### src/hw/rtl/clp_pkg.sv
// clp_pkg: types, codes and keyword tables for the capability list parser.
// No dependencies; imported by capability_list_parser_unit and its checker.
`default_nettype none

package clp_pkg;

  localparam logic [7:0] CharSpace = 8'h20;
  localparam logic [7:0] CharComma = 8'h2c;
  localparam logic [7:0] CharF     = 8'h66;
  localparam logic [7:0] CharP     = 8'h70;
  localparam logic [7:0] CharA     = 8'h61;

  localparam int unsigned NumKw = 3;

  typedef enum logic [2:0] {
    PH_LEAD  = 3'd0,
    PH_MATCH = 3'd1,
    PH_DONE  = 3'd2,
    PH_TRAIL = 3'd3
  } clp_phase_e;

  typedef enum logic [1:0] {
    KW_FRAG  = 2'd0,
    KW_PIPE  = 2'd1,
    KW_ASYNC = 2'd2
  } clp_kw_e;

  typedef struct packed {
    logic [7:0] char_byte;
    logic       has_byte;
    logic       last;
  } clp_in_t;

  typedef struct packed {
    logic cap_fragmentation;
    logic cap_pipelining;
    logic cap_async;
    logic list_error;
  } clp_out_t;

  // keyword text, first character in the top byte, zero padded
  localparam logic [127:0] KwTextFrag  = {"fragmentation", 24'h0};
  localparam logic [127:0] KwTextPipe  = {"pipelining", 48'h0};
  localparam logic [127:0] KwTextAsync = {"async", 88'h0};

  function automatic logic [7:0] kw_char(clp_kw_e k, logic [3:0] pos);
    logic [127:0] txt;
    logic [127:0] sh;
    unique case (k)
      KW_FRAG:  txt = KwTextFrag;
      KW_PIPE:  txt = KwTextPipe;
      KW_ASYNC: txt = KwTextAsync;
      default:  txt = KwTextFrag;
    endcase
    sh = txt << {pos, 3'b000};
    return sh[127:120];
  endfunction

  function automatic logic [3:0] kw_len(clp_kw_e k);
    logic [3:0] len;
    unique case (k)
      KW_FRAG:  len = 4'd13;
      KW_PIPE:  len = 4'd10;
      KW_ASYNC: len = 4'd5;
      default:  len = 4'd13;
    endcase
    return len;
  endfunction

endpackage

`default_nettype wire

### src/hw/rtl/capability_list_parser_unit.sv
// capability_list_parser_unit: byte-serial checker of a comma-separated
// capability list. Depends on clp_pkg.
`default_nettype none

// At most one byte per item, one item per cycle. Each accepted item updates the parse
// state (phase, keyword, match position, flags, sticky error) through a single
// level of compare-and-select logic. An item marked last also loads the result
// register and clears the parse state, so the next list may begin in the very
// next cycle. The result register holds a finished result while it waits;
// input is stalled only when that register is full and not being drained.
// The result of a list is valid in the cycle after its last item is accepted.
module capability_list_parser_unit
  import clp_pkg::*;
(
  input  wire logic     clk_i,
  input  wire logic     rst_ni,
  input  wire logic     in_valid_i,
  output logic          in_ready_o,
  input  wire clp_in_t  in_i,
  output logic          out_valid_o,
  input  wire logic     out_ready_i,
  output clp_out_t      out_o
);

  clp_phase_e phase_q, phase_d;
  clp_kw_e    kw_q, kw_d;
  logic [3:0] pos_q, pos_d;
  logic [2:0] flags_q, flags_d;
  logic       err_q, err_d;
  logic       out_valid_q, out_valid_d;
  clp_out_t   out_q, out_d;

  logic       in_acc;
  logic [7:0] c;
  logic       is_delim;
  logic [2:0] kw_bit;
  logic [7:0] exp_char;
  logic [3:0] len;
  logic [3:0] pos_inc;

  assign in_ready_o = !out_valid_q || out_ready_i;
  assign in_acc     = in_valid_i && in_ready_o;
  assign c          = in_i.char_byte;
  assign is_delim   = (c == CharSpace) || (c == CharComma);
  assign kw_bit     = 3'b001 << kw_q;
  assign exp_char   = kw_char(kw_q, pos_q);
  assign len        = kw_len(kw_q);
  assign pos_inc    = pos_q + 4'd1;

  always_comb begin
    phase_d     = phase_q;
    kw_d        = kw_q;
    pos_d       = pos_q;
    flags_d     = flags_q;
    err_d       = err_q;
    out_valid_d = out_valid_q && !out_ready_i;
    out_d       = out_q;

    if (in_acc) begin
      if (in_i.has_byte && !err_q) begin
        unique case (phase_q)
          PH_LEAD: begin
            if (is_delim) begin
              phase_d = PH_LEAD;
            end else if (c == CharF || c == CharP || c == CharA) begin
              kw_d    = (c == CharF) ? KW_FRAG : ((c == CharP) ? KW_PIPE : KW_ASYNC);
              pos_d   = 4'd1;
              phase_d = PH_MATCH;
            end else begin
              err_d = 1'b1;
            end
          end
          PH_MATCH: begin
            if (pos_q < len && c == exp_char) begin
              pos_d = pos_inc;
              if (pos_inc == len) begin
                phase_d = PH_DONE;
              end
            end else begin
              err_d = 1'b1;
            end
          end
          PH_DONE: begin
            if (is_delim) begin
              flags_d = flags_q | kw_bit;
              phase_d = (c == CharComma) ? PH_LEAD : PH_TRAIL;
            end else begin
              err_d = 1'b1;
            end
          end
          default: begin
            if (c == CharComma) begin
              phase_d = PH_LEAD;
            end else if (c != CharSpace) begin
              err_d = 1'b1;
            end
          end
        endcase
      end

      if (in_i.last) begin
        if (!err_d) begin
          if (phase_d == PH_DONE) begin
            flags_d = flags_d | (3'b001 << kw_d);
          end else if (phase_d == PH_MATCH) begin
            err_d = 1'b1;
          end
        end
        out_d.cap_fragmentation = flags_d[0];
        out_d.cap_pipelining    = flags_d[1];
        out_d.cap_async         = flags_d[2];
        out_d.list_error        = err_d;
        out_valid_d             = 1'b1;
        phase_d                 = PH_LEAD;
        kw_d                    = KW_FRAG;
        pos_d                   = 4'd0;
        flags_d                 = 3'b000;
        err_d                   = 1'b0;
      end
    end
  end

  always_ff @(posedge clk_i or negedge rst_ni) begin
    if (!rst_ni) begin
      phase_q     <= PH_LEAD;
      kw_q        <= KW_FRAG;
      pos_q       <= 4'd0;
      flags_q     <= 3'b000;
      err_q       <= 1'b0;
      out_valid_q <= 1'b0;
    end else begin
      phase_q     <= phase_d;
      kw_q        <= kw_d;
      pos_q       <= pos_d;
      flags_q     <= flags_d;
      err_q       <= err_d;
      out_valid_q <= out_valid_d;
    end
  end

  always_ff @(posedge clk_i) begin
    out_q <= out_d;
  end

  assign out_valid_o = out_valid_q;
  assign out_o       = out_q;

endmodule

`default_nettype wire

### config.mk
export PLATFORM = sky130hd
export DESIGN_NAME = capability_list_parser_unit
export DESIGN_NICKNAME = d
export VERILOG_FILES = /design/src/hw/rtl/clp_pkg.sv /design/src/hw/rtl/capability_list_parser_unit.sv
export SDC_FILE = /design/constraint.sdc
export NUM_CORES = 1
export LEC_CHECK = 0
export BUFFER_PORTS_ARGS = -buffer_cell sky130_fd_sc_hd__buf_2
export CAP_MARGIN = 20
export CORE_MARGIN = 1.5
export CORE_UTILIZATION = 30
export DETAILED_ROUTE_END_ITERATION = 7
export PLACE_DENSITY = 0.48
export SYNTH_ARGS = -nofsm -noshare
export SYNTH_HDL_FRONTEND = slang
export SYNTH_SLANG_ARGS = --single-unit
### constraint.sdc
create_clock -name clk_i -period 3.5 [get_ports clk_i]
set_input_delay 0.35 -clock clk_i [delete_from_list [all_inputs] [get_ports clk_i]]
set_output_delay 0.35 -clock clk_i [all_outputs]
set_load 0.005 [all_outputs]
Word level (Yosys, flattened, before mapping)
Cells that the tools add are included.
W data, S select, Z words.
{"block": "totals", "regBits": 18, "latch_bits": 0, "mem_bits_rw": 0, "rom_bits": 0, "input_bits": 14, "out_inout_bits": 6, "word_cells": 98, "mem_count": 0}
{"block": "op_classes", "addsub": 1, "n_mul": 0, "n_div": 0, "n_lt_le_gt_ge": 1, "n_eq_ne": 17, "shift": 3, "muxes": 48, "bitwise_logic": 2, "n_reduce_logical": 16}
{"op": "$pmux W125 S2", "count": 1}
{"op": "$shl A128 B7 Y128", "count": 1}
{"op": "$mux W3", "count": 16}
{"op": "$eq A8 B7 Y1 const B", "count": 3}
{"op": "$mux W4", "count": 5}
{"op": "$mux W2", "count": 9}
{"op": "$eq A8 B6 Y1 const B", "count": 2}
{"op": "$pmux W4 S2", "count": 2}
{"op": "$mux W1", "count": 13}
{"op": "$ne A3 B3 Y1 const B", "count": 3}
{"op": "$pmux W3 S3", "count": 1}
{"op": "$eq A8 B8 Y1", "count": 1}
{"op": "$ne A8 B6 Y1 const B", "count": 1}
{"op": "$eq A3 B1 Y1 const B", "count": 2}
{"op": "$eq A3 B2 Y1 const B", "count": 2}
{"op": "$or A3 B3 Y3", "count": 2}
{"op": "$reduce_and A6 Y1", "count": 1}
{"op": "$shl A1 B2 Y3 const A", "count": 2}
{"op": "$add A4 B1 Y4 const B", "count": 1}
{"op": "$eq A4 B4 Y1", "count": 1}
{"op": "$logic_and A1 B1 Y1", "count": 4}
{"op": "$logic_or A1 B1 Y1", "count": 4}
{"op": "$lt A4 B4 Y1", "count": 1}
{"op": "$logic_not A1 Y1", "count": 3}
{"op": "other kinds (7)", "count": 7}

Logic depth before layout (Yosys ltp)
Gate-level depths: netlist of the first run.
{"block": "logic_depth", "ltp_word": 12, "depth_mapped": 13}

Least setup slack after synthesis of the first run
No wires, ideal clock.
{"block": "synth_timing", "kind": "reg2reg", "start": "register kw_q[0]", "end": "register out_q, in the netlist out_o[3] (data pin)", "setup_ns": 0.261, "arrival_time_ns": 2.707, "required_time_ns": 3.239, "setup_slack_ns": 0.533, "path_stages_with_launch": 12, "cell_sequence": "dfrtp_1 -> inv_1 -> ha_1 -> buf_2 -> mux2_2 -> a22oi_1 -> mux2_2 -> o32ai_2 -> nor4_4 -> a2bb2oi_1 -> nor3_2 -> a221o_1"}
{"block": "synth_via", "elab_chain_len": 12, "word_cells_on_any_way": 34}
{"item": "start: declaration", "line": "capability_list_parser_unit.sv:26", "source": "clp_kw_e kw_q, kw_d;"}
{"item": "start signal: assignment", "line": "capability_list_parser_unit.sv:133", "source": "kw_q <= kw_d;"}
{"item": "$eq A2 B2 Y1 / $eq A2 B1 Y1 (equally long branches)", "line": "clp_pkg.sv:49, clp_pkg.sv:61"}
{"item": "$pmux W125 S2", "line": "clp_pkg.sv:49", "source": "unique case (k)"}
{"item": "$shl A128 B7 Y128", "line": "clp_pkg.sv:55", "source": "sh = txt << {pos, 3'b000};"}
{"item": "$eq A8 B8 Y1", "line": "capability_list_parser_unit.sv:74", "source": "if (pos_q < len && c == exp_char) begin"}
{"item": "$logic_and A1 B1 Y1", "line": "capability_list_parser_unit.sv:74"}
{"item": "$mux W3", "line": "capability_list_parser_unit.sv:74"}
{"item": "$pmux W3 S3", "line": "capability_list_parser_unit.sv:61", "source": "unique case (phase_q)"}
{"item": "$mux W3", "line": "capability_list_parser_unit.sv:60", "source": "if (in_i.has_byte && !err_q) begin"}
{"item": "$mux W3", "line": "capability_list_parser_unit.sv:59", "source": "if (in_acc) begin"}
{"item": "$eq A3 B2 Y1", "line": "capability_list_parser_unit.sv:103", "source": "if (phase_d == PH_DONE) begin"}
{"item": "$mux W3", "line": "capability_list_parser_unit.sv:103"}
{"item": "$mux W3 *", "line": "capability_list_parser_unit.sv:102", "source": "if (!err_d) begin"}
{"item": "end signal: assignment", "line": "capability_list_parser_unit.sv:142", "source": "out_q <= out_d;"}
{"item": "end: declaration", "line": "capability_list_parser_unit.sv:31", "source": "clp_out_t out_q, out_d;"}
Mark *: on every way between the ends. The rest lies on a longest branch, timed or not. The select of a mux whose other input is x is not followed.
A chain may end at the register's enable or synchronous reset.

Worst setup path after layout of the first run
{"block": "layout_timing", "start": "register kw_q[0]", "end": "register out_q, in the netlist out_o[2] (data pin)"}
The elaborated chain is that of the path after synthesis.

==> flow_summary.html, run 1 <==
<table>
<tr><th>Metric</th><th>Value</th></tr>
<tr><th colspan="2">Power and ir drop</th></tr>
<tr><td>Fraction of power consumed by sequential logic</td><td>45.5%</td></tr>
<tr><td>Clk network pwr share</td><td>34.4%</td></tr>
<tr><td>Leakage power total</td><td>0.868 nW</td></tr>
<tr><td>Post-layout total power</td><td>0.505 mW</td></tr>
<tr><td>Switching portion of total power</td><td>28.4%</td></tr>
<tr><td>Total net switching power</td><td>0.144 mW</td></tr>
<tr><td>Power share of the combinational group</td><td>20.1%</td></tr>
<tr><td>PwrDens</td><td>231 mW/mm^2</td></tr>
<tr><td>Internal power</td><td>0.362 mW</td></tr>
<tr><td>Highest ir drop seen on vdd</td><td>0.000154 V</td></tr>
<tr><th colspan="2">Clock tree</th></tr>
<tr><td>Clock tree from TritonCTS</td><td>yes</td></tr>
<tr><td>Worst-case clock buffer depth</td><td>2</td></tr>
<tr><td>Number of buffers added by the clock tree synthesis step</td><td>3</td></tr>
<tr><td>Post-CTS setup buffers</td><td>0</td></tr>
<tr><td>Number of levels the H-tree was split into</td><td>1</td></tr>
<tr><td>Clock latency on the worst-skew pair</td><td>0.26 ns</td></tr>
<tr><td>Clock transition at the register clock pins on the worst setup and hold paths after CTS</td><td>0.07 ns</td></tr>
<tr><td>Count of clock tree sinks</td><td>18</td></tr>
<tr><td>Clk root buf</td><td>clkbuf_8</td></tr>
<tr><th colspan="2">Hold path</th></tr>
<tr><td>Hold path cells</td><td>3</td></tr>
<tr><td>Worst Hold Class</td><td>in -&gt; reg</td></tr>
<tr><th colspan="2">STA</th></tr>
<tr><td>Post-layout minimum cycle time</td><td>3.23 ns</td></tr>
<tr><td>Max Clock Skew</td><td>0.00552 ns</td></tr>
<tr><td>Smallest setup slack after layout</td><td>0.266 ns</td></tr>
<tr><td>Final setup vio count</td><td>0</td></tr>
<tr><td>Post-route clock period utilization</td><td>92.4%</td></tr>
<tr><td>Summed negative setup slack over all endpoints</td><td>0 ns</td></tr>
<tr><td>Fmax achieved</td><td>309 MHz</td></tr>
<tr><td>Tightest hold margin</td><td>0.400 ns</td></tr>
<tr><td>Slew of the pin with the lowest slew margin</td><td>0.760 ns</td></tr>
<tr><td>Unrepaired setup endpoints after global routing</td><td>false</td></tr>
<tr><td>Total count of hold-check failures in the final report</td><td>0</td></tr>
<tr><td>Slew Limit Headroom</td><td>49.3%</td></tr>
<tr><td>Final-report max-slew violation count</td><td>0</td></tr>
<tr><th colspan="2">Floorplan</th></tr>
<tr><td>Die Ht</td><td>84.8 um</td></tr>
<tr><td>Starting density of the core</td><td>31.3%</td></tr>
<tr><td>Row cnt</td><td>29</td></tr>
<tr><td>Area of the core region</td><td>0.00642 mm^2</td></tr>
<tr><td>Die ar.</td><td>0.00719 mm^2</td></tr>
<tr><td>I/O pin count</td><td>20</td></tr>
<tr><td>Horiz. Die Dim</td><td>84.8 um</td></tr>
<tr><th colspan="2">Place</th></tr>
<tr><td>Total half-perimeter wirelength after legalization and detailed placement</td><td>3840 um</td></tr>
<tr><td>Worst Setup Slack post-DPL</td><td>0.270 ns</td></tr>
<tr><td>Dpl cells</td><td>323</td></tr>
<tr><td>Final RePlAce weighted congestion</td><td>0.797</td></tr>
<tr><td>Count of port buffers added during placement</td><td>19</td></tr>
<tr><th colspan="2">Logic synthesis</th></tr>
<tr><td>Syn nets</td><td>261</td></tr>
<tr><td>Number of instances in the synthesized netlist</td><td>237</td></tr>
<tr><td>Seq/Total Area, Yosys</td><td>23.4%</td></tr>
<tr><td>Area of the mapped netlist</td><td>0.00201 mm^2</td></tr>
<tr><td>Dominant synthesized flop cell</td><td>dfrtp_1</td></tr>
<tr><td>Number of enable-type register cells in the synthesized netlist</td><td>4</td></tr>
<tr><td>Number of unique standard cell types used by synthesis</td><td>69</td></tr>
<tr><td>Synthesized area per cell</td><td>8.47 um^2</td></tr>
<tr><td>Warning count from the yosys run</td><td>0</td></tr>
<tr><td>Post-synthesis register bit count</td><td>18</td></tr>
<tr><td>Async S/R FF share, synth</td><td>77.8%</td></tr>
<tr><th colspan="2">Setup path</th></tr>
<tr><td>Kind of end point of the critical path</td><td>flop</td></tr>
<tr><td>Required time at the endpoint of the critical path</td><td>3.51 ns</td></tr>
<tr><td>Critical-path maximum fanout</td><td>12</td></tr>
<tr><td>Startpoint Class</td><td>flop</td></tr>
<tr><td>Worst reg-to-reg path cell count</td><td>10</td></tr>
<tr><td>Endpoint arrival time on the critical path</td><td>3.24 ns</td></tr>
<tr><td>Path type of the worst setup path</td><td>reg -&gt; reg</td></tr>
<tr><th colspan="2">Layout</th></tr>
<tr><td>Number of diodes</td><td>0</td></tr>
<tr><td>Post-route non-filler standard cell count</td><td>328</td></tr>
<tr><td>Share of cells above drive strength 1</td><td>17.9%</td></tr>
<tr><td>Layout net count</td><td>276</td></tr>
<tr><td>Signed area change from the synthesized netlist to the final layout</td><td>9.03%</td></tr>
<tr><td>Most common cell after layout, fill and taps aside</td><td>nor2_1</td></tr>
<tr><td>Most frequent cells in the layout</td><td>nor2_1 (21), nand2_1 (19), buf_2 (19), dfrtp_1 (14)</td></tr>
<tr><th colspan="2">Status</th></tr>
<tr><td>Violated checks</td><td>design-rule violations</td></tr>
<tr><td>Status</td><td>complete, but fails checks</td></tr>
<tr><th colspan="2">Route</th></tr>
<tr><td>Routed length per placed instance</td><td>15.5 um</td></tr>
<tr><td>Initial DRC Count</td><td>151</td></tr>
<tr><td>DRT antenna net count</td><td>0</td></tr>
<tr><td>DRC violations left</td><td>6</td></tr>
<tr><td>Number of vias after detailed routing</td><td>1,849</td></tr>
<tr><td>Via count normalized by instance count</td><td>5.64</td></tr>
<tr><td>Total wire length after detailed routing</td><td>5080 um</td></tr>
<tr><td>Drt first pass iters</td><td>6</td></tr>
<tr><th colspan="2">Global route</th></tr>
<tr><td>Total global routing track utilization</td><td>14.6%</td></tr>
<tr><td>Largest net degree at the start of global routing</td><td>27</td></tr>
<tr><td>Antenna violations before repair</td><td>0</td></tr>
<tr><td>Number of global-route vias before repair</td><td>1,679</td></tr>
<tr><td>Global-route wire length before repair</td><td>8450 um</td></tr>
<tr><td>Global route total overflow</td><td>0</td></tr>
<tr><th colspan="2">Run</th></tr>
<tr><td>Maxcap violations</td><td>0</td></tr>
</table>
-- synthesized netlist by cell type, types with 3 or more instances --
library cell / count / area (um^2)
nor4_1: 4 / 25.0
mux2_2: 3 / 33.8
nor3_1: 7 / 35.0
nor3b_1: 4 / 30.0
nor2b_1: 5 / 31.3
a21oi_1: 10 / 50.1
and2_1: 4 / 25.0
nand2b_1: 12 / 75.1
inv_1: 11 / 41.3
buf_2: 6 / 30.0
dfrtp_1: 14 / 350
nand3_1: 6 / 30.0
nand2_1: 19 / 71.3
o31ai_1: 4 / 30.0
a31oi_1: 3 / 18.8
ha_1: 10 / 125
and3_1: 5 / 31.3
o21ai_0: 12 / 60.1
xor2_1: 3 / 26.3
nor2_1: 21 / 78.8
buf_6: 6 / 67.6
edfxtp_1: 4 / 120
xnor2_1: 3 / 26.3
-- registers in the layout (all words and copies together) (netlist names) --
name / flops
pos_q: 4
kw_q: 2
out_o: 4
out_valid_o: 1
phase_q: 3
flags_q: 3
err_q: 1
-- final cells by class --
type	instances	area, um^2
Timing Repair Buffer	25	143
Sequential cell	18	470
Clock buffer	4	55.1
Inverter	11	41.3
Fill cell	697	4230
Multi-Input combinational cell	193	1380
Tap cell	77	96.3
-- worst max-delay path, cell delays in order, from the launching register on --
cell and delay [ns]:
dfrtp_1 0.42, inv_1 0.11, ha_1 0.46, or3_1 0.36
a22oi_1 0.18, mux2_2 0.37, o32ai_2 0.33, nor4_4 0.11
a2bb2oi_1 0.22, nor3_2 0.09, a221o_1 0.34
-- final timing paths --
path | start | endpoint | slack (ns)
worst max-delay path | kw_q[0]$_DFFE_PN0P_ | out_o[2]$_DFFE_PP_ | 0.27
min in group asynchronous | rst_ni | err_q$_DFFE_PN0P_ | 0.53
worst min register to register | flags_q[1]$_DFFE_PN0P_ | flags_q[1]$_DFFE_PN0P_ | 0.50
max in group asynchronous | rst_ni | flags_q[0]$_DFFE_PN0P_ | 2.70
worst min-delay path | out_ready_i | out_valid_o$_DFF_PN0_ | 0.40
worst max register to register | kw_q[0]$_DFFE_PN0P_ | out_o[2]$_DFFE_PP_ | 0.27
-- power groups by stage --
stage	clock network, mW	logic [mW]	registers [mW]
floorplan	0	0.0656	0.232
global placement	0	0.101	0.234
detailed placement	0	0.100	0.234
CTS	0.181	0.101	0.230
global route	0.188	0.113	0.231
finish	0.174	0.102	0.230
-- repair_timing --
item | in CTS | in global routing
hold endpoints to repair | 9 | 0
resized for setup | 0 | 0
hold buffers | 1 | 0
-- metal layers --
metal	share of wire, %	vias up	global-route usage (%)
met3	4.7	6	2.24
met5	0	-	0
met2	44	47	21.7
met4	0.67	0	3.13
li1	-	917	-
met1	50	879	22.1
-- cell families (layout without fill, tap and decap cells) --
group / count (synthesis) / after routing / synth area share, %
AND/OR/NAND/NOR: 107 / 107 / 31.2
XOR/XNOR: 7 / 7 / 3.80
AO/OA/AOI/OAI: 65 / 65 / 25.5
flip-flops: 18 / 18 / 23.4
adder cells (fa/ha/maj): 10 / 10 / 6.23
multiplexers: 4 / 4 / 2.18
buffers and inverters: 26 / 40 / 7.66
-- per-stage QoR --
step / utilization (%) / cell area [um^2]
6_report: 34.1 / 2190
5_1_grt: 34.1 / 2190
4_1_cts: 34.1 / 2190
3_5_place_dp: 33.1 / 2120
3_3_place_gp: 33.1 / 2120
2_1_floorplan: - / 2010
No activity file was read; power rests on OpenSTA's default activity.
==> inputs of run 2 (changes only) <==
--- a/config.mk
+++ b/config.mk
@@ -5,12 +5,13 @@
 export SDC_FILE = /design/constraint.sdc
 export NUM_CORES = 1
 export LEC_CHECK = 0
-export BUFFER_PORTS_ARGS = -buffer_cell sky130_fd_sc_hd__buf_2
+export BUFFER_PORTS_ARGS = -buffer_cell sky130_fd_sc_hd__buf_4
 export CAP_MARGIN = 20
 export CORE_MARGIN = 1.5
 export CORE_UTILIZATION = 30
 export DETAILED_ROUTE_END_ITERATION = 7
 export PLACE_DENSITY = 0.48
+export SLEW_MARGIN = 10
 export SYNTH_ARGS = -nofsm -noshare
 export SYNTH_HDL_FRONTEND = slang
 export SYNTH_SLANG_ARGS = --single-unit
==> run 2 against run 1 <==
Net effect:
- the run still ends with design-rule violations left
- first-iteration DRC count is 17% lower
- clock power hardly changed
- critical path depth stayed put
- sequential cell count stayed put
- combinational power is 6% higher
- power is 0.87% higher
- sequential power hardly changed
- critical path type unchanged
- largest cell class unchanged
- largest power group unchanged
==> flow_summary.html, run 2 (same netlist as run 1, synthesis figures left out) <==
<table>
<tr><th>Metric</th><th>Value</th></tr>
<tr><th colspan="2">Layout</th></tr>
<tr><td>Number of diodes</td><td>0</td></tr>
<tr><td>Share of cells above drive strength 1</td><td>17.9%</td></tr>
<tr><td>Most frequent cells in the layout</td><td>buf_4 (24), nor2_1 (21), nand2_1 (19), dfrtp_1 (14)</td></tr>
<tr><td>Fraction of the core area covered by cells at the end of the flow</td><td>34.8%</td></tr>
<tr><td>Layout net count</td><td>276</td></tr>
<tr><td>Signed area change from the synthesized netlist to the final layout</td><td>11.4%</td></tr>
<tr><td>Most common cell after layout, fill and taps aside</td><td>buf_4</td></tr>
<tr><td>Filler cell count in the final layout</td><td>665</td></tr>
<tr><th colspan="2">Place</th></tr>
<tr><td>Total half-perimeter wirelength after legalization and detailed placement</td><td>3880 um</td></tr>
<tr><td>Final RePlAce weighted congestion</td><td>0.798</td></tr>
<tr><td>Count of port buffers added during placement</td><td>19</td></tr>
<tr><th colspan="2">Setup path</th></tr>
<tr><td>Startpoint Class</td><td>flop</td></tr>
<tr><td>Path type of the worst setup path</td><td>reg -&gt; reg</td></tr>
<tr><td>Required time at the endpoint of the critical path</td><td>3.50 ns</td></tr>
<tr><td>Endpoint arrival time on the critical path</td><td>3.26 ns</td></tr>
<tr><td>Critical-path maximum fanout</td><td>12</td></tr>
<tr><td>Kind of end point of the critical path</td><td>flop</td></tr>
<tr><th colspan="2">Power and ir drop</th></tr>
<tr><td>Leakage power total</td><td>0.884 nW</td></tr>
<tr><td>PwrDens</td><td>228 mW/mm^2</td></tr>
<tr><td>Highest ir drop seen on vdd</td><td>0.000176 V</td></tr>
<tr><th colspan="2">Global route</th></tr>
<tr><td>Number of global-route vias before repair</td><td>1,639</td></tr>
<tr><td>Antenna violations before repair</td><td>0</td></tr>
<tr><td>Global route total overflow</td><td>0</td></tr>
<tr><td>Global-route wire length before repair</td><td>8580 um</td></tr>
<tr><td>Total global routing track utilization</td><td>14.7%</td></tr>
<tr><td>Largest net degree at the start of global routing</td><td>25</td></tr>
<tr><th colspan="2">Floorplan</th></tr>
<tr><td>I/O pin count</td><td>20</td></tr>
<tr><td>Die Ht</td><td>84.8 um</td></tr>
<tr><td>Area of the core region</td><td>0.00642 mm^2</td></tr>
<tr><td>Die ar.</td><td>0.00719 mm^2</td></tr>
<tr><td>Horiz. Die Dim</td><td>84.8 um</td></tr>
<tr><td>Starting density of the core</td><td>31.3%</td></tr>
<tr><td>Row cnt</td><td>29</td></tr>
<tr><th colspan="2">Run</th></tr>
<tr><td>Maxcap violations</td><td>0</td></tr>
<tr><th colspan="2">Hold path</th></tr>
<tr><td>Worst Hold Class</td><td>in -&gt; reg</td></tr>
<tr><th colspan="2">STA</th></tr>
<tr><td>Post-layout minimum cycle time</td><td>3.25 ns</td></tr>
<tr><td>Final setup vio count</td><td>0</td></tr>
<tr><td>Slew Limit Headroom</td><td>49.6%</td></tr>
<tr><td>Post-route clock period utilization</td><td>93.0%</td></tr>
<tr><td>Total count of hold-check failures in the final report</td><td>0</td></tr>
<tr><td>Max Clock Skew</td><td>0.00353 ns</td></tr>
<tr><td>Slew of the pin with the lowest slew margin</td><td>0.755 ns</td></tr>
<tr><td>Unrepaired setup endpoints after global routing</td><td>false</td></tr>
<tr><td>Summed negative setup slack over all endpoints</td><td>0 ns</td></tr>
<tr><td>Fmax achieved</td><td>307 MHz</td></tr>
<tr><td>Final-report max-slew violation count</td><td>0</td></tr>
<tr><th colspan="2">Clock tree</th></tr>
<tr><td>Count of clock tree sinks</td><td>18</td></tr>
<tr><td>Number of levels the H-tree was split into</td><td>1</td></tr>
<tr><td>Clock latency on the worst-skew pair</td><td>0.25 ns</td></tr>
<tr><td>Worst-case clock buffer depth</td><td>2</td></tr>
<tr><td>Clock tree from TritonCTS</td><td>yes</td></tr>
<tr><td>Number of buffers added by the clock tree synthesis step</td><td>3</td></tr>
<tr><td>Post-CTS setup buffers</td><td>0</td></tr>
<tr><td>Clk root buf</td><td>clkbuf_8</td></tr>
<tr><td>Clock transition at the register clock pins on the worst setup and hold paths after CTS</td><td>0.07 ns</td></tr>
<tr><th colspan="2">Route</th></tr>
<tr><td>Routed length per placed instance</td><td>15.5 um</td></tr>
<tr><td>DRC violations left</td><td>3</td></tr>
<tr><td>Drt first pass iters</td><td>7</td></tr>
<tr><td>Via count normalized by instance count</td><td>5.64</td></tr>
<tr><td>Initial DRC Count</td><td>125</td></tr>
<tr><td>DRT antenna net count</td><td>0</td></tr>
<tr><td>Number of vias after detailed routing</td><td>1,850</td></tr>
<tr><td>Total wire length after detailed routing</td><td>5090 um</td></tr>
<tr><th colspan="2">Status</th></tr>
<tr><td>Violated checks</td><td>design-rule violations</td></tr>
<tr><td>Status</td><td>complete, but fails checks</td></tr>
</table>
## run 2: cell types whose count changed in the layout (fill, tap and decap cells not counted)
cell   before  now
buf_2      19    0
buf_4       5   24
## run 2: where the power goes
| group | internal, mW | switching (mW) | total [mW] |
|---|---|---|---|
| sequential | 0.223 | 0.00747 | 0.230 |
| clock | 0.0999 | 0.0712 | 0.171 |
| combinational | 0.0452 | 0.0629 | 0.108 |
| total | 0.368 | 0.142 | 0.510 |
## run 2: worst paths after layout
check                                          to              startpoint  cells after the start  slack, ns
setup / recovery               out_o[2]$_DFFE_PP_     kw_q[0]$_DFFE_PN0P_                     10       0.25
hold / removal              out_valid_o$_DFF_PN0_             out_ready_i                      3       0.41
setup reg to reg               out_o[2]$_DFFE_PP_     kw_q[0]$_DFFE_PN0P_                     10       0.25
hold reg to reg            flags_q[2]$_DFFE_PN0P_  flags_q[2]$_DFFE_PN0P_                      2       0.50
max in group asynchronous     kw_q[1]$_DFFE_PN0P_                  rst_ni                      2       2.83
min in group asynchronous       err_q$_DFFE_PN0P_                  rst_ni                      2       0.49
## run 2: worst max-delay path, stage by stage (launching register included)
cell       delay, ns
dfrtp_1         0.42
inv_1           0.11
ha_1            0.46
or3_1           0.36
a22oi_1         0.18
mux2_2          0.37
o32ai_2         0.33
nor4_4          0.11
a2bb2oi_1       0.23
nor3_2          0.08
a221o_1         0.35
## run 2: what timing repair did
action / in CTS / in global routing
endpoints found under the hold margin: 14 / 0
gates resized for setup: 0 / 0
hold buffers: 1 / 0
## run 2: area by class of cell
| cell class | instances | area [um^2] | share of cell area [%] |
|---|---|---|---|
| sequential | 18 | 470 | 21.0 |
| timing repair buffer | 25 | 190 | 8.50 |
| clock buffer | 4 | 55.1 | 2.46 |
| multi-input combinational | 193 | 1380 | 61.9 |
| tap | 77 | 96.3 | 4.31 |
| inverter | 11 | 41.3 | 1.85 |
## run 2: routing by layer
metal | part of all wire, % | global-route usage (%) | routed length [um]
met3 | 5.1 | 1.75 | 262
met1 | 51 | 23.4 | 2590
met4 | 0.41 | 2.24 | 21
met5 | 0 | 0 | 0
met2 | 44 | 21.3 | 2220
## run 2: through the flow
stage | hold WS, ns | total power, mW | cell area [um^2] | std cells | setup slack (ns)
6_report | 0.407 | 0.510 | 2240 | 328 | 0.246
5_1_grt | 0.434 | 0.533 | 2240 | 328 | 0.00757
4_1_cts | 0.407 | 0.515 | 2240 | 328 | 0.233
3_5_place_dp | 0.221 | 0.341 | 2170 | 323 | 0.227
3_3_place_gp | 0.219 | 0.342 | 2170 | 323 | 0.318
2_1_floorplan | 0.0544 | 0.298 | 2010 | 237 | 0.533
